[config.mk]
export PLATFORM = sky130hd
export DESIGN_NAME = query_command_escaper
export DESIGN_NICKNAME = d
export VERILOG_FILES = /design/src/design/qce_pkg.sv /design/src/design/qce_encoder.sv /design/src/design/qce_out_stage.sv /design/src/design/query_command_escaper.sv
export SDC_FILE = /design/constraint.sdc
export NUM_CORES = 1
export LEC_CHECK = 0
export ABC_AREA = 0
export BUFFER_PORTS_ARGS = -buffer_cell sky130_fd_sc_hd__buf_2
export CAP_MARGIN = 20
export CORE_MARGIN = 4
export CORE_UTILIZATION = 56
export CTS_BUF_LIST = sky130_fd_sc_hd__clkbuf_4 sky130_fd_sc_hd__clkbuf_8 sky130_fd_sc_hd__clkbuf_16
export CTS_CLUSTER_SIZE = 28
export DETAILED_ROUTE_END_ITERATION = 7
export GPL_TIMING_DRIVEN = 0
export PLACE_DENSITY_LB_ADDON = 0.15
export SLEW_MARGIN = 20
export SYNTH_ARGS = -nofsm -noshare
export SYNTH_HDL_FRONTEND = slang
export SYNTH_SLANG_ARGS = --single-unit
export TNS_END_PERCENT = 100
[constraint.sdc]
create_clock -name clk -period 2.6 [get_ports clk]
set_input_delay 0.26 -clock clk [delete_from_list [all_inputs] [get_ports clk]]
set_output_delay 0.26 -clock clk [all_outputs]
set_load 0.02 [all_outputs]
[src/design/qce_pkg.sv]
package qce_pkg;

  // Token event codes carried in the op field.
  localparam logic [2:0] OP_CMD_NAME   = 3'd0;
  localparam logic [2:0] OP_PARAM_NAME = 3'd1;
  localparam logic [2:0] OP_VALUE_GO   = 3'd2;
  localparam logic [2:0] OP_VALUE_BYTE = 3'd3;
  localparam logic [2:0] OP_NEXT_ROW   = 3'd4;
  localparam logic [2:0] OP_FINISH     = 3'd5;

  // Status codes reported with every result.
  localparam logic [2:0] ST_OK         = 3'd0;
  localparam logic [2:0] ST_BAD_NAME   = 3'd1;
  localparam logic [2:0] ST_NULL_VALUE = 3'd2;
  localparam logic [2:0] ST_EMPTY_ROW  = 3'd3;
  localparam logic [2:0] ST_TRAIL_ROW  = 3'd4;

  // Characters of the command syntax.
  localparam logic [7:0] CH_NUL   = 8'h00;
  localparam logic [7:0] CH_SPACE = 8'h20;
  localparam logic [7:0] CH_EQ    = 8'h3D;
  localparam logic [7:0] CH_PIPE  = 8'h7C;
  localparam logic [7:0] CH_BSL   = 8'h5C;
  localparam logic [7:0] CH_SLASH = 8'h2F;

  typedef struct packed {
    logic [2:0] op;
    logic [7:0] data;
    logic       first;
  } item_t;

  typedef struct packed {
    logic [7:0] data;
    logic       byte_valid;
  } result_t;

  // Up to two results for one item; the status is common to both.
  typedef struct packed {
    result_t    res0;
    result_t    res1;
    logic       two;
    logic [2:0] status;
  } pair_t;

  // Escape letter for a value byte, or zero when it passes through.
  function automatic logic [7:0] escape_code(input logic [7:0] c);
    logic [7:0] e;
    case (c)
      8'h5C:   e = CH_BSL;
      8'h2F:   e = CH_SLASH;
      8'h20:   e = 8'h73; // s
      8'h7C:   e = 8'h70; // p
      8'h07:   e = 8'h61; // a
      8'h08:   e = 8'h62; // b
      8'h0C:   e = 8'h66; // f
      8'h0A:   e = 8'h6E; // n
      8'h0D:   e = 8'h72; // r
      8'h09:   e = 8'h74; // t
      8'h0B:   e = 8'h76; // v
      default: e = 8'h00;
    endcase
    return e;
  endfunction

endpackage

[src/design/qce_encoder.sv]
module qce_encoder (
  input  logic           clk,
  input  logic           rst_n,
  input  qce_pkg::item_t item,
  input  logic           commit,
  output qce_pkg::pair_t pair
);
  import qce_pkg::*;

  logic       on_first_row_r, on_first_row_nxt;
  logic       row_has_param_r, row_has_param_nxt;
  logic       bad_name;
  logic [7:0] esc;

  assign bad_name = item.data inside {CH_NUL, CH_SPACE, CH_EQ, CH_PIPE};
  assign esc      = escape_code(item.data);

  always_comb begin
    pair              = '0;
    pair.status       = ST_OK;
    on_first_row_nxt  = on_first_row_r;
    row_has_param_nxt = row_has_param_r;
    case (item.op)
      OP_CMD_NAME: begin
        if (bad_name) begin
          pair.status = ST_BAD_NAME;
        end else begin
          pair.res0 = '{data: item.data, byte_valid: 1'b1};
          if (item.first) begin
            on_first_row_nxt  = 1'b1;
            row_has_param_nxt = 1'b0;
          end
        end
      end
      OP_PARAM_NAME: begin
        if (bad_name) begin
          pair.status = ST_BAD_NAME;
        end else if (item.first && (on_first_row_r || row_has_param_r)) begin
          pair.res0         = '{data: CH_SPACE, byte_valid: 1'b1};
          pair.res1         = '{data: item.data, byte_valid: 1'b1};
          pair.two          = 1'b1;
          row_has_param_nxt = 1'b1;
        end else begin
          pair.res0 = '{data: item.data, byte_valid: 1'b1};
          if (item.first) begin
            row_has_param_nxt = 1'b1;
          end
        end
      end
      OP_VALUE_GO: begin
        pair.res0 = '{data: CH_EQ, byte_valid: 1'b1};
      end
      OP_VALUE_BYTE: begin
        if (item.data == CH_NUL) begin
          pair.status = ST_NULL_VALUE;
        end else if (esc != 8'h00) begin
          pair.res0 = '{data: CH_BSL, byte_valid: 1'b1};
          pair.res1 = '{data: esc, byte_valid: 1'b1};
          pair.two  = 1'b1;
        end else begin
          pair.res0 = '{data: item.data, byte_valid: 1'b1};
        end
      end
      OP_NEXT_ROW: begin
        if (!row_has_param_r) begin
          pair.status = ST_EMPTY_ROW;
        end else begin
          pair.res0         = '{data: CH_PIPE, byte_valid: 1'b1};
          on_first_row_nxt  = 1'b0;
          row_has_param_nxt = 1'b0;
        end
      end
      OP_FINISH: begin
        if (!on_first_row_r && !row_has_param_r) begin
          pair.status = ST_TRAIL_ROW;
        end
      end
      default: begin
      end
    endcase
  end

  always_ff @(posedge clk) begin
    if (!rst_n) begin
      on_first_row_r  <= 1'b1;
      row_has_param_r <= 1'b0;
    end else if (commit) begin
      on_first_row_r  <= on_first_row_nxt;
      row_has_param_r <= row_has_param_nxt;
    end
  end

endmodule

[src/design/qce_out_stage.sv]
module qce_out_stage (
  input  logic           clk,
  input  logic           rst_n,
  input  logic           load_valid,
  input  qce_pkg::pair_t load_pair,
  output logic           load_ok,
  output logic           out_valid,
  input  logic           out_stall,
  output logic [7:0]     out_byte,
  output logic           out_byte_valid,
  output logic [2:0]     out_status,
  output logic           out_last
);
  import qce_pkg::*;

  pair_t   pair_r;
  logic    valid_r, valid_nxt;
  logic    sel_r, sel_nxt;
  result_t cur;
  logic    take;
  logic    done;

  assign cur            = sel_r ? pair_r.res1 : pair_r.res0;
  assign out_valid      = valid_r;
  assign out_byte       = cur.data;
  assign out_byte_valid = cur.byte_valid;
  assign out_status     = pair_r.status;
  assign out_last       = !pair_r.two || sel_r;

  assign take    = valid_r && !out_stall;
  assign done    = take && out_last;
  assign load_ok = !valid_r || done;

  always_comb begin
    valid_nxt = valid_r;
    sel_nxt   = sel_r;
    if (load_ok) begin
      valid_nxt = load_valid;
      sel_nxt   = 1'b0;
    end else if (take) begin
      sel_nxt = 1'b1;
    end
  end

  always_ff @(posedge clk) begin
    if (!rst_n) begin
      valid_r <= 1'b0;
      sel_r   <= 1'b0;
    end else begin
      valid_r <= valid_nxt;
      sel_r   <= sel_nxt;
    end
  end

  always_ff @(posedge clk) begin
    if (load_ok && load_valid) begin
      pair_r <= load_pair;
    end
  end

  a_sel_only_on_pair: assert property (@(posedge clk) disable iff (!rst_n)
    sel_r |-> (valid_r && pair_r.two))
    else $error("second result selected without a two-result item");

  a_second_follows: assert property (@(posedge clk) disable iff (!rst_n)
    (take && !out_last) |=> (valid_r && sel_r && $stable(out_status)))
    else $error("second result of an item did not follow the first");

  a_empty_is_zero: assert property (@(posedge clk) disable iff (!rst_n)
    (valid_r && !out_byte_valid) |-> (out_byte == 8'h00))
    else $error("result without a byte carries a nonzero byte");

endmodule

[src/design/query_command_escaper.sv]
// Query command escaper: turns a stream of token items (command name bytes,
// parameter name bytes, value starts, value bytes, next-row and finish events)
// into the bytes of a text query command, one byte per result item, and flags
// bad name characters, null value bytes, empty rows and a trailing empty row.
// Each input item passes through an input register and then a result register,
// and its first result is offered once the result register has loaded it. A
// parameter name byte that needs a leading space and a value byte that is
// escaped give two results, where other items give one (a byte, or a
// status-only result); the result register presents one byte per cycle while
// out_stall is low. It is refilled in the same cycle that its last result is
// taken, so single-result items flow at one per cycle while the output side
// keeps up.
module query_command_escaper (
  input  logic       clk,
  input  logic       rst_n,
  input  logic       in_valid,
  output logic       in_stall,
  input  logic [2:0] in_op,
  input  logic [7:0] in_byte,
  input  logic       in_first,
  output logic       out_valid,
  input  logic       out_stall,
  output logic [7:0] out_byte,
  output logic       out_byte_valid,
  output logic [2:0] out_status,
  output logic       out_last
);
  import qce_pkg::*;

  // Input register: holds the accepted item until the result register can
  // take the results that it causes.
  item_t item_r;
  logic  item_valid_r;
  pair_t pair;
  logic  load_ok;
  logic  commit;

  // The item moves on, and the row state is updated, when the result
  // register takes its results.
  assign commit   = item_valid_r && load_ok;
  assign in_stall = item_valid_r && !load_ok;

  always_ff @(posedge clk) begin
    if (!rst_n) begin
      item_valid_r <= 1'b0;
    end else if (!in_stall) begin
      item_valid_r <= in_valid;
    end
  end

  always_ff @(posedge clk) begin
    if (in_valid && !in_stall) begin
      item_r <= '{op: in_op, data: in_byte, first: in_first};
    end
  end

  // Decoding and escaping, together with the two row flags.
  qce_encoder u_encoder (
    .clk    (clk),
    .rst_n  (rst_n),
    .item   (item_r),
    .commit (commit),
    .pair   (pair)
  );

  // Result register: presents the first and, where there is one, the second
  // result of an item, then takes the next item's results.
  qce_out_stage u_out_stage (
    .clk            (clk),
    .rst_n          (rst_n),
    .load_valid     (item_valid_r),
    .load_pair      (pair),
    .load_ok        (load_ok),
    .out_valid      (out_valid),
    .out_stall      (out_stall),
    .out_byte       (out_byte),
    .out_byte_valid (out_byte_valid),
    .out_status     (out_status),
    .out_last       (out_last)
  );

endmodule

After elaboration in Yosys (flattened, before gate mapping)
Cells that the tools add are included.

$add $sub $neg: 0. $mul: 0. Div/mod/pow operators: 0. Order comparisons: 0. Eq/ne operators: 22. Shifts and indexed selects: 0. Multiplexer cells: 26. Bitwise operators: 1. Reduce and logical (&&, ||, !) cells: 27.

Operators by type and width (count): 7-bit one-hot mux with 11 select lines (1); 8-bit by 4-bit == test with 1-bit output, second input constant (6); 9-bit two-way mux (5); 9-bit one-hot mux with 5 select lines (1); 19-bit two-way mux (2); 8-bit by 6-bit == test with 1-bit output, second input constant (3); 10-bit one-hot mux with 2 select lines (1); 8-bit by 7-bit == test with 1-bit output, second input constant (2); 3-bit one-hot mux with 4 select lines (1); 10-bit two-way mux (1); 8-bit by 3-bit == test with 1-bit output, second input constant (1); 8-bit logical NOT (1); 1-bit two-way mux (8); 8-bit two-way mux (1); 8-bit nonzero test (1); 1-bit logical AND (7); 1-bit logical NOT (7); 3-bit by 2-bit == test with 1-bit output, second input constant (2); 3-bit == test, second input constant (2); 2-bit != test, second input constant (3); 6-bit AND reduction (1); 5-bit AND reduction (1); 2-bit two-way mux (2); 4-bit nonzero test (1); other kinds (12) (15).

Register bits after elaboration: 39. Bits in latches: 0. Memory bits (writable): 0. Memory bits (read-only): 0. Input bits: 16. Output and inout port bits: 15. Word-level logic and storage cells: 90. Memories: 0.

Longest topological paths before layout
Gate-level depths: netlist of the first run.

Word-level depth: 8. Depth in mapped cells: 7. Depth with buffers taken out: 5.

Cells and area by module
From an unflattened synthesis of the first run, not the netlist that was laid out.

Cells, all modules: 183. Area total of the unflattened synthesis: 2115.8 sq um.

Modules (own cells, without submodules): qce_out_stage (instances 1, cells an instance 48, area an instance 928.4 sq um, sequential area each 700.7 sq um); qce_encoder (instances 1, cells an instance 118, area an instance 773.2 sq um, sequential area each 40.0 sq um); query_command_escaper (instances 1, cells an instance 17, area an instance 414.1 sq um, sequential area each 380.4 sq um).

Worst setup path after synthesis of the first run
No wires, ideal clock.

Kind: register to register. Start: register u_out_stage.pair_r[3] (netlist name). End: register item_r[0] (netlist name), enable pin. Library setup time: 0.382 ns. Arrival time: 1.575 ns. Data required time: 2.218 ns. Setup slack: 0.643 ns. Stages on the path, launching flop included: 5. Buffers on the path: 0. Clock period less this slack: 1.957 ns. Cells stage by stage: edfxtp_1 > nor2b_1 > o21ai_0 > nor2_1 > nor2b_1.

Cells in the longest elaborated chain, start to end: 8.

Ends and longest elaborated chain: from (decl) (line qce_out_stage.sv:16) `pair_t pair_r;`; from (signal assigned) (line qce_out_stage.sv:57) `pair_r <= load_pair;`; 1-bit logical NOT (line qce_out_stage.sv:28) `assign out_last = !pair_r.two || sel_r;`; 1-bit logical OR (line qce_out_stage.sv:28); 1-bit logical AND (line qce_out_stage.sv:31) `assign done = take && out_last;`; 1-bit logical OR (line qce_out_stage.sv:32) `assign load_ok = !valid_r || done;`; 1-bit logical NOT (line query_command_escaper.sv:41) `assign in_stall = item_valid_r && !load_ok;`; 1-bit logical AND (line query_command_escaper.sv:41); via in_stall (line query_command_escaper.sv:17) `output logic in_stall,`; 1-bit logical NOT (line query_command_escaper.sv:52) `if (in_valid && !in_stall) begin`; 1-bit logical AND (line query_command_escaper.sv:52); to (signal assigned) (line query_command_escaper.sv:53) `item_r <= '{op: in_op, data: in_byte, first: in_first};`; to (decl) (line query_command_escaper.sv:32) `item_t item_r;`.

The timed path passes the listed nets, and every way through them passes these cells. A chain may end at the register's enable or synchronous reset.

Final worst setup path of the first run
Start: register u_out_stage.pair_r[3] (netlist name). End: register item_r[6] (netlist name), enable pin.

Cells in the longest elaborated chain, start to end: 8.

Ends and longest elaborated chain (line): 1-bit logical NOT (qce_out_stage.sv:28); 1-bit logical OR (qce_out_stage.sv:28); 1-bit logical AND (qce_out_stage.sv:31); 1-bit logical OR (qce_out_stage.sv:32); 1-bit logical NOT (query_command_escaper.sv:41); 1-bit logical AND (query_command_escaper.sv:41); 1-bit logical NOT (query_command_escaper.sv:52); 1-bit logical AND (query_command_escaper.sv:52).

Every way passes these cells.

==> results of run 1 <==
metrics by stage:
stage | hold WS, ps | total power, W | util
3_5_place_dp | 438 | 0.000890 | 0.655
5_1_grt | 60.1 | 0.00134 | 0.679
2_1_floorplan | 350 | 0.000839 | -
4_1_cts | 81.0 | 0.00129 | 0.679
6_report | 91.4 | 0.00128 | 0.679
3_3_place_gp | 438 | 0.000887 | 0.655
Yosys cell counts (all sizes together):
master  count
and2        1
nor3b       1
a21oi       7
clkbuf      6
edfxtp     33
nand2      14
o311ai      1
and4b       2
o21ai      11
o22ai       3
a21boi      2
or3         1
nor4        3
o211ai      1
o31ai       4
or2         1
a32oi       2
mux2i       2
nand3b      4
mux2        9
nor2       14
o21bai      1
a211oi      2
o31a        3
nand2b      6
a22o        1
nor2b       7
buf         7
or4b        1
inv         4
o21a        2
a221o       1
xor2        2
a32o        3
dfxtp       5
a221oi      1
and3        3
nand3       5
nor3        5
critical path: stages, from the launching register on:
cell and delay (ps):
edfxtp_1 390, nor2b_1 150, o21ai_0 420, nor2_1 150, nor2b_1 730
logic make-up after synthesis:
kind of cell,Yosys count
mux,11
xor+xnor,2
simple gates,68
buf+inv,17
compound gates,45
flops,38
power groups by stage:
stage	registers [W]	clock network, W	logic (W)
after floorplan	0.000726	0	0.000113
after global placement	0.000730	0	0.000157
after detailed placement	0.000731	0	0.000159
after CTS	0.000717	0.000410	0.000160
after global routing	0.000721	0.000445	0.000177
final	0.000717	0.000399	0.000159
layout make-up:
class,count,share of cell area
Sequential cell,38,0.470
Multi-Input combinational cell,126,0.370
Timing Repair Buffer,30,0.0647
Buffer,13,0.0280
Tap cell,46,0.0248
Clock buffer,7,0.0227
Clock inverter,1,0.0129
Inverter,4,0.00647
registers in the layout, indices dropped and copies added (netlist names):
signal and cells:
u_encoder.on_first_row_r 1, u_out_stage.sel_r 1, u_out_stage.out_valid 1, u_out_stage.pair_r 18, item_valid_r 1, u_out_stage.out_status 3
item_r 12, u_encoder.row_has_param_r 1
path summary, 6_finish.rpt:
kind	startpoint	to	slack [ps]	depth (start not counted)
setup / recovery	u_out_stage.pair_r[3]$_DFFE_PP_	item_r[6]$_DFFE_PP_	390	4
hold / removal	in_op[0]	item_r[9]$_DFFE_PP_	90	1
setup reg to reg	u_out_stage.pair_r[3]$_DFFE_PP_	item_r[6]$_DFFE_PP_	390	4
hold reg to reg	u_out_stage.out_valid$_SDFFE_PN0P_	u_out_stage.sel_r$_SDFFE_PP0P_	500	1
layer usage:
metal | global-route usage | up-vias | part of all wire
li1 | - | 754 | -
met1 | 0.257 | 689 | 0.47
met2 | 0.289 | 46 | 0.45
met3 | 0.0509 | 8 | 0.057
met4 | 0.0794 | 0 | 0.023
met5 | 0 | - | 0
==> summary.md, run 1 <==
| Metric | Value |
|---|---|
| Initial Util | 0.594 |
| Setup CP Type | flop to flop |
| Startpoint types | flop |
| Required time worst endpoint | 2570 ps |
| Synth Area in Compound Gates | 0.163 |
| Placed Cells incl. Taps | 257 |
| Largest net degree at the start of global routing | 22 |
| Routed len/inst | 14.3 microns |
| Final net count | 234 |
| Largest family of logic cells by synthesized area | simple AND/OR/NAND/NOR gates |
| Pwr per Cell Area | 550 mW/mm^2 |
| Post-Syn Area | 0.00203 sq mm |
| Post-cts repair resize count | 0 |
| Logic pwr share | 0.125 |
| Register area share after synthesis | 0.538 |
| Syn Area/Cell | 11.2 sq um |
| Routed vias | 1,497 |
| DP HPWL | 2870 microns |
| DR pass1 iterations | 4 |
| CTS tree | built |
| Placed Area | 0.00224 sq mm |
| CTS max path bufs | 2 |
| Worst IR Drop VDD | 0.339 mV |
| Slew Limit Fails | 0 |
| Rel. slew slack | 0.402 |
| Clock root buffer | clkbuf_4 |
| Seq. cell area | 0.00109 sq mm |
| Die Wd | 68.2 microns |
| Synth top area share | 0.488 |
| H-tree levels | 2 |
| RSZ-0062 raised after global routing | no |
| Final Hold Viols | 0 |
| Full die area | 0.00465 sq mm |
| Simple-gate share of the synthesized area | 0.192 |
| GRT overflow | 0 |
| Most frequent cells in the layout | buf_2, edfxtp_1, nand2_1, nor2_1 |
| Final min period | 2210 ps |
| Clock sinks | 38 |
| Slew of the pin with the lowest slew margin | 895 ps |
| Share of cells above drive strength 1 | 0.288 |
| WL final | 3780 microns |
| Clock Latency Late Sink | 330 ps |
| Mux cell area share after synthesis | 0.0598 |
| Hold Path Class | input pin to flop |
| Net switching power | 0.000291 W |
| Synth top area cells | edfxtp_1, mux2_2, dfxtp_1 |
| Fin area | 0.00232 sq mm |
| Sequential power share | 0.562 |
| Area grow syn2layout | 14.3% |
| Warnings, synthesis | 0 |
| RD Place Congestion | 0.871 |
| Clock transition at path regs | 100 ps |
| Xor/xnor share of the synthesized area | 0.00863 |
| Internal | 0.000984 W |
| Setup TNS Final | 0 ps |
| Area taken by multi-input logic gates | 858 sq um |
| Vias per inst | 5.65 |
| Initial antenna violation count | 0 |
| Post-route ant nets | 0 |
| Worst Path Arrival | 2180 ps |
| Cell Count, Final, Fillers Out | 265 |
| Cells after synthesis | 181 |
| Leakage | 0.878 nW |
| Status | finished clean |
| Port Buf Inserts | 30 |
| Cts hold-fix bufs | 0 |
| Nature of the critical path endpoint | flop |
| Clock network power share | 0.313 |
| Num CTS Buffers | 5 |
| N_diodes | 0 |
| Switching Share | 0.228 |
| Yosys top cell by area | edfxtp_1 |
| Register bit total from synthesis | 38 |
| Final worst slack | 387 ps |
| Library cells used by synthesis | 47 |
| I/O pin cnt | 31 |
| FMAX | 452 MHz |
| Fin Clk Skew | 4.76 ps |
| Post-CTS Setup Inserts | 0 |
| Commonest non-fill, non-tap cell in the layout | buf_2 |
| DRT iter0 DRCs | 63 |
| CP max FO | 12 |
| Vias in the first global route | 1,350 |
| Row Count | 21 |
| Layout fillers | 273 |
| Total track usage | 0.190 |
| Adder-cell share of the synthesized area | 0 |
| Max Cap Viol | 0 |
| # DRC | 0 |
| Setup WS pre-CTS | 366 ps |
| Core footprint | 0.00342 sq mm |
| Mapped Nets | 197 |
| First-pass GRT wire length | 6400 microns |
| Die height | 68.2 microns |
| Final setup viols | 0 |
| Period utilisation layout | 0.851 |
(Power assumes the default switching activity.)
==> run 2: changes to the inputs <==
--- a/config.mk
+++ b/config.mk
@@ -8,8 +8,10 @@
 export ABC_AREA = 0
 export BUFFER_PORTS_ARGS = -buffer_cell sky130_fd_sc_hd__buf_2
 export CAP_MARGIN = 20
+export CELL_PAD_IN_SITES_DETAIL_PLACEMENT = 0
+export CELL_PAD_IN_SITES_GLOBAL_PLACEMENT = 2
 export CORE_MARGIN = 4
-export CORE_UTILIZATION = 56
+export CORE_UTILIZATION = 37
 export CTS_BUF_LIST = sky130_fd_sc_hd__clkbuf_4 sky130_fd_sc_hd__clkbuf_8 sky130_fd_sc_hd__clkbuf_16
 export CTS_CLUSTER_SIZE = 28
 export DETAILED_ROUTE_END_ITERATION = 7
==> run 2 against run 1 <==
  * Worst hold slack gained 51 ps
  * Combinational power is essentially flat
  * Critical path type unchanged
  * Utilization shrank 22 points
  * Count of clock-buffer cells in the layout grew 1
  * Final area grew 1.9%
  * Clock skew shrank 0.94 ps
  * Clock power grew 8.3%
  * Die area grew 45%
  * Largest power group unchanged
  * Flip-flop and latch count is the same
  * Setup slack lost 4.9 ps
==> summary.md, run 2 (synthesized netlist as in run 1, its figures left out) <==
| Metric | Value |
|---|---|
| Clock transition at path regs | 70 ps (was 100 ps) |
| FMAX | 451 MHz (was 452 MHz) |
| Crit-path most repeated cell | nor2b_1 (unchanged) |
| CTS max path bufs | 2 (unchanged) |
| Top reg by flops | u_out_stage.pair_r (unchanged) |
| WL final | 4130 microns (was 3780 microns) |
| GRT overflow | 0 (unchanged) |
| Final Util | 0.454 (was 0.679) |
| N_diodes | 0 (unchanged) |
| Port Buf Inserts | 30 (unchanged) |
| I/O pin cnt | 31 (unchanged) |
| # DRC | 0 (unchanged) |
| Setup CP Type | flop to flop (unchanged) |
| Final Hold Viols | 0 (unchanged) |
| Worst-path cell chain | nor2b_1 -> o21ai_0 -> nor2_1 -> nor2b_1 (unchanged) |
| Period utilisation layout | 0.853 (was 0.851) |
| Post-route ant nets | 0 (unchanged) |
| Post-cts repair resize count | 0 (unchanged) |
| DP HPWL | 3120 microns (was 2870 microns) |
| Final min period | 2220 ps (was 2210 ps) |
| Final net count | 234 (unchanged) |
| Nature of the critical path endpoint | flop (unchanged) |
| Routed vias | 1,494 (was 1,497) |
| DRT iter0 DRCs | 121 (was 63) |
| Cts hold-fix bufs | 0 (unchanged) |
| Worst Path Arrival | 2130 ps (was 2180 ps) |
| Num CTS Buffers | 5 (unchanged) |
| Core footprint | 0.00520 sq mm (was 0.00342 sq mm) |
| Die Wd | 82.1 microns (was 68.2 microns) |
| Critical path's slowest cell | nor2b_1 (unchanged) |
| Initial antenna violation count | 0 (unchanged) |
| Largest net degree at the start of global routing | 22 (unchanged) |
| Final setup viols | 0 (unchanged) |
| Total track usage | 0.139 (was 0.190) |
| Clock root buffer | clkbuf_8 (was clkbuf_4) |
| Max reg flops | 18 (unchanged) |
| First-pass GRT wire length | 7110 microns (was 6400 microns) |
| Vias in the first global route | 1,432 (was 1,350) |
| CP max FO | 12 (unchanged) |
| RD Place Congestion | 0.816 (was 0.871) |
| Max incr delay on CP | 730 ps (about the same) |
| Area grow syn2layout | 16.5% (was 14.3%) |
| Setup TNS Final | 0 ps (unchanged) |
| Slew Limit Fails | 0 (unchanged) |
| Slew of the pin with the lowest slew margin | 899 ps (was 895 ps) |
| Full die area | 0.00673 sq mm (was 0.00465 sq mm) |
| H-tree levels | 2 (unchanged) |
| CTS tree | built (unchanged) |
| Initial Util | 0.390 (was 0.594) |
| Clock Latency Late Sink | 290 ps (was 330 ps) |
| Required time worst endpoint | 2520 ps (was 2570 ps) |
| Vias per inst | 5.17 (was 5.65) |
| Clock sinks | 38 (unchanged) |
| Seq. cell area | 0.00109 sq mm (unchanged) |
| Die height | 82.1 microns (was 68.2 microns) |
| Status | finished clean (unchanged) |
| DR pass1 iterations | 4 (unchanged) |
| Hold Path Class | input pin to flop (unchanged) |
| Post-CTS Setup Inserts | 0 (unchanged) |
| Pwr per Cell Area | 554 mW/mm^2 (was 550 mW/mm^2) |
| Worst IR Drop VDD | 0.271 mV (was 0.339 mV) |
| Layout fillers | 509 (was 273) |
| Area taken by multi-input logic gates | 858 sq um (unchanged) |
| Rel. slew slack | 0.399 (was 0.402) |
| Max Cap Viol | 0 (unchanged) |
| Leakage | 0.884 nW (was 0.878 nW) |
| Routed len/inst | 14.3 microns (about the same) |
| Fin Clk Skew | 3.82 ps (was 4.76 ps) |
| RSZ-0062 raised after global routing | no (unchanged) |
| Row Count | 26 (was 21) |
| Startpoint types | flop (unchanged) |
| Most frequent cells in the layout | buf_2, edfxtp_1, nand2_1, nor2_1 (unchanged) |
| Commonest non-fill, non-tap cell in the layout | buf_2 (unchanged) |
| Share of cells above drive strength 1 | 0.288 (unchanged) |
==> run 2: final cells by class <==
type                    instances  share of cell area
clock buffers                   8              0.0413
inverters                       4             0.00635
well taps                      70              0.0370
multi-input cells             126               0.363
repair buffers                 30              0.0635
flip-flops and latches         38               0.461
plain buffers                  13              0.0275
==> run 2: layer usage <==
layer  wire [microns]  track usage  vias to the layer above  share of wire
met4               53       0.0465                        0          0.013
met2             1850        0.208                       42           0.45
met1             2020        0.194                      691           0.49
met3              217       0.0373                        6          0.052
met5                0            0                        -              0
li1                 -            -                      755              -
==> run 2: final timing paths <==
kind	startpoint	end	slack, ps	cells past startpoint
min reg2reg	u_out_stage.out_valid$_SDFFE_PN0P_	u_out_stage.sel_r$_SDFFE_PP0P_	500	1
max	u_out_stage.pair_r[3]$_DFFE_PP_	item_r[2]$_DFFE_PP_	380	4
max reg2reg	u_out_stage.pair_r[3]$_DFFE_PP_	item_r[2]$_DFFE_PP_	380	4
min	in_byte[2]	item_r[3]$_DFFE_PP_	140	1
==> run 2: worst max-delay path: cells and delay by family, from the launching register on <==
kind / cells / cell delay, ps
simple gates: 3 / 1040
compound gates: 1 / 430
flops: 1 / 370
==> run 2: report_power, final <==
group	switching (W)	internal, W	total [W]
Sequential	0.0000198	0.000698	0.000718
Clock	0.000195	0.000237	0.000432
Combinational	0.0000985	0.0000618	0.000160
==> run 2: through the flow <==
| step | power [W] | hold WS (ps) | std cells | area, sq um | setup slack (ps) |
|---|---|---|---|---|---|
| final | 0.00131 | 142 | 289 | 2360 | 382 |
| after floorplan | 0.000839 | 350 | 181 | 2030 | 643 |
| after detailed placement | 0.000893 | 438 | 281 | 2270 | 341 |
| after CTS | 0.00133 | 133 | 289 | 2360 | 322 |
| after global routing | 0.00137 | 133 | 289 | 2360 | 113 |
| after global placement | 0.000890 | 436 | 281 | 2270 | 387 |
==> run 3: changes to the inputs <==
--- a/config.mk
+++ b/config.mk
@@ -6,15 +6,15 @@
 export NUM_CORES = 1
 export LEC_CHECK = 0
 export ABC_AREA = 0
-export BUFFER_PORTS_ARGS = -buffer_cell sky130_fd_sc_hd__buf_2
 export CAP_MARGIN = 20
 export CELL_PAD_IN_SITES_DETAIL_PLACEMENT = 0
 export CELL_PAD_IN_SITES_GLOBAL_PLACEMENT = 2
 export CORE_MARGIN = 4
-export CORE_UTILIZATION = 37
+export CORE_UTILIZATION = 41
 export CTS_BUF_LIST = sky130_fd_sc_hd__clkbuf_4 sky130_fd_sc_hd__clkbuf_8 sky130_fd_sc_hd__clkbuf_16
 export CTS_CLUSTER_SIZE = 28
 export DETAILED_ROUTE_END_ITERATION = 7
+export DONT_BUFFER_PORTS = 1
 export GPL_TIMING_DRIVEN = 0
 export PLACE_DENSITY_LB_ADDON = 0.15
 export SLEW_MARGIN = 20
==> run 3 against run 2 <==
  * Cell count down 11%
  * Clock power fell by 11%
  * Power fell by 5.2%
  * Via count down 3.9%
  * Global-route usage rose by 0.61 points
  * Maximum frequency fell by 6.0%
  * Critical path type unchanged
  * Critical endpoint unchanged
  * Largest cell class unchanged
  * Highest routed layer unchanged
==> summary.md, run 3 (synthesized netlist as in run 1, its figures left out) <==
| Metric | Value |
|---|---|
| Num CTS Buffers | 5 (unchanged) |
| Period utilisation layout | 0.908 (was 0.853) |
| Pwr per Cell Area | 565 mW/mm^2 (was 554 mW/mm^2) |
| Cts hold-fix bufs | 0 (unchanged) |
| Initial Util | 0.427 (was 0.390) |
| Final net count | 204 (was 234) |
| H-tree levels | 2 (unchanged) |
| Worst Path Arrival | 2260 ps (was 2130 ps) |
| Final worst slack | 240 ps (was 382 ps) |
| Die Wd | 78.4 microns (was 82.1 microns) |
| Clock transition at path regs | 70 ps (about the same) |
| Routed len/inst | 16.0 microns (was 14.3 microns) |
| DP HPWL | 3060 microns (was 3120 microns) |
| Post-cts repair resize count | 0 (unchanged) |
| Slew Limit Fails | 0 (unchanged) |
| Row Count | 25 (was 26) |
| # DRC | 0 (unchanged) |
| DRT iter0 DRCs | 94 (was 121) |
| Clock root buffer | clkbuf_8 (unchanged) |
| Die height | 78.4 microns (was 82.1 microns) |
| Vias in the first global route | 1,420 (was 1,432) |
| Clock Latency Late Sink | 280 ps (was 290 ps) |
| Port Buf Inserts | 0 (was 30) |
| Routed vias | 1,435 (was 1,494) |
| CP top delay family | simple AND/OR/NAND/NOR gates (unchanged) |
| Critical path's slowest cell | nor2b_1 (unchanged) |
| Total track usage | 0.145 (was 0.139) |
| CP max FO | 12 (unchanged) |
| Vias per inst | 5.61 (was 5.17) |
| CTS max path bufs | 2 (unchanged) |
| Status | finished clean (unchanged) |
| Setup CP Type | flop to flop (unchanged) |
| Top reg by flops | u_out_stage.pair_r (unchanged) |
| Hold Path Class | input pin to flop (unchanged) |
| Internal | 0.000940 W (was 0.000997 W) |
| Core footprint | 0.00475 sq mm (was 0.00520 sq mm) |
| Most frequent cells in the layout | edfxtp_1, nand2_1, nor2_1, o21ai_0, mux2_2 (was buf_2, edfxtp_1, nand2_1, nor2_1) |
| Worst-path cell chain | nor2b_1 -> o21ai_0 -> nor2_1 -> nor2b_1 (unchanged) |
| Clock network power share | 0.309 (was 0.330) |
| Fin Hold WS | 64.3 ps (was 142 ps) |
| Largest net degree at the start of global routing | 22 (unchanged) |
| Slew of the pin with the lowest slew margin | 864 ps (was 899 ps) |
| Max incr delay on CP | 730 ps (about the same) |
| RSZ-0062 raised after global routing | no (unchanged) |
| Crit path buffers/inverters | 0 (unchanged) |
| Max reg flops | 18 (unchanged) |
| N_diodes | 0 (unchanged) |
| GRT overflow | 0 (unchanged) |
| Max Cap Viol | 0 (unchanged) |
| Area grow syn2layout | 8.32% (was 16.5%) |
| First-pass GRT wire length | 7000 microns (was 7110 microns) |
| Sequential power share | 0.580 (was 0.548) |
| Commonest non-fill, non-tap cell in the layout | edfxtp_1 (was buf_2) |
| Startpoint types | flop (unchanged) |
| Switching Share | 0.243 (was 0.239) |
| Nature of the critical path endpoint | flop (unchanged) |
| WL final | 4090 microns (was 4130 microns) |
| Post-CTS Setup Inserts | 0 (unchanged) |
| I/O pin cnt | 31 (unchanged) |
| Final min period | 2360 ps (was 2220 ps) |
| RD Place Congestion | 0.881 (was 0.816) |
| Full die area | 0.00614 sq mm (was 0.00673 sq mm) |
| Clock sinks | 38 (unchanged) |
| Net switching power | 0.000302 W (was 0.000313 W) |
| FMAX | 424 MHz (was 451 MHz) |
| DR pass1 iterations | 4 (unchanged) |
| Share of cells above drive strength 1 | 0.169 (was 0.288) |
| Worst IR Drop VDD | 0.384 mV (was 0.271 mV) |
| Leakage | 0.755 nW (was 0.884 nW) |
| Fin Clk Skew | 10.6 ps (was 3.82 ps) |
| Setup TNS Final | 0 ps (unchanged) |
| Setup WS pre-CTS | 237 ps (was 341 ps) |
| Crit-path most repeated cell | nor2b_1 (unchanged) |
| Logic pwr share | 0.112 (was 0.122) |
| CTS tree | built (unchanged) |
| Initial antenna violation count | 0 (unchanged) |
| Final setup viols | 0 (unchanged) |
| Required time worst endpoint | 2500 ps (was 2520 ps) |
| Tot Pwr | 0.00124 W (was 0.00131 W) |
| Final Hold Viols | 0 (unchanged) |
| Rel. slew slack | 0.423 (was 0.399) |
| Post-route ant nets | 0 (unchanged) |
run 3: cell types whose count changed in the layout (fill, tap and decap cells not counted):
| cell | change |
|---|---|
| buf_2 | -30 |
| clkbuf_4 | -1 |
| clkbuf_8 | -1 |
| clkinv_1 | +1 |
| clkinv_2 | +1 |
run 3: final cells by class:
cell class                 instances  area, sq um
multi-input combinational        126          858
sequential                        38         1090
clock buffer                       6         76.3
inverter                           4         15.0
fill                             473         2560
tap                               67         83.8
clock inverter                     2         8.76
buffer                            13         65.1
run 3: layer usage:
metal	GRT usage	vias up	wire, microns
met4	0.0437	0	53
met3	0.0447	6	275
met2	0.211	62	1860
met5	0	-	0
met1	0.207	670	1900
li1	-	697	-
run 3: through the flow:
stage | std cells | area, sq um | util
after detailed placement | 248 | 2110 | 0.444
after CTS | 256 | 2200 | 0.462
after floorplan | 181 | 2030 | -
final | 256 | 2200 | 0.462
after global placement | 248 | 2110 | 0.444
after global routing | 256 | 2200 | 0.462
run 3: path summary, 6_finish.rpt:
check                                              from  slack (ps)  cells after the start                                    end
setup reg to reg        u_out_stage.pair_r[3]$_DFFE_PP_         240                      4                    item_r[2]$_DFFE_PP_
setup / recovery        u_out_stage.pair_r[3]$_DFFE_PP_         240                      4                    item_r[2]$_DFFE_PP_
hold / removal                                    rst_n          60                      1  u_encoder.on_first_row_r$_SDFFE_PN1P_
hold reg to reg   u_encoder.on_first_row_r$_SDFFE_PN1P_         500                      2  u_encoder.on_first_row_r$_SDFFE_PN1P_
run 3: power groups by stage:
| stage | Clock, W | Sequential, W | Combinational (W) |
|---|---|---|---|
| 6_report | 0.000384 | 0.000720 | 0.000139 |
| 3_5_place_dp | 0 | 0.000734 | 0.000138 |
| 3_3_place_gp | 0 | 0.000732 | 0.000137 |
| 2_1_floorplan | 0 | 0.000726 | 0.000113 |
| 4_1_cts | 0.000399 | 0.000720 | 0.000139 |
| 5_1_grt | 0.000431 | 0.000723 | 0.000154 |
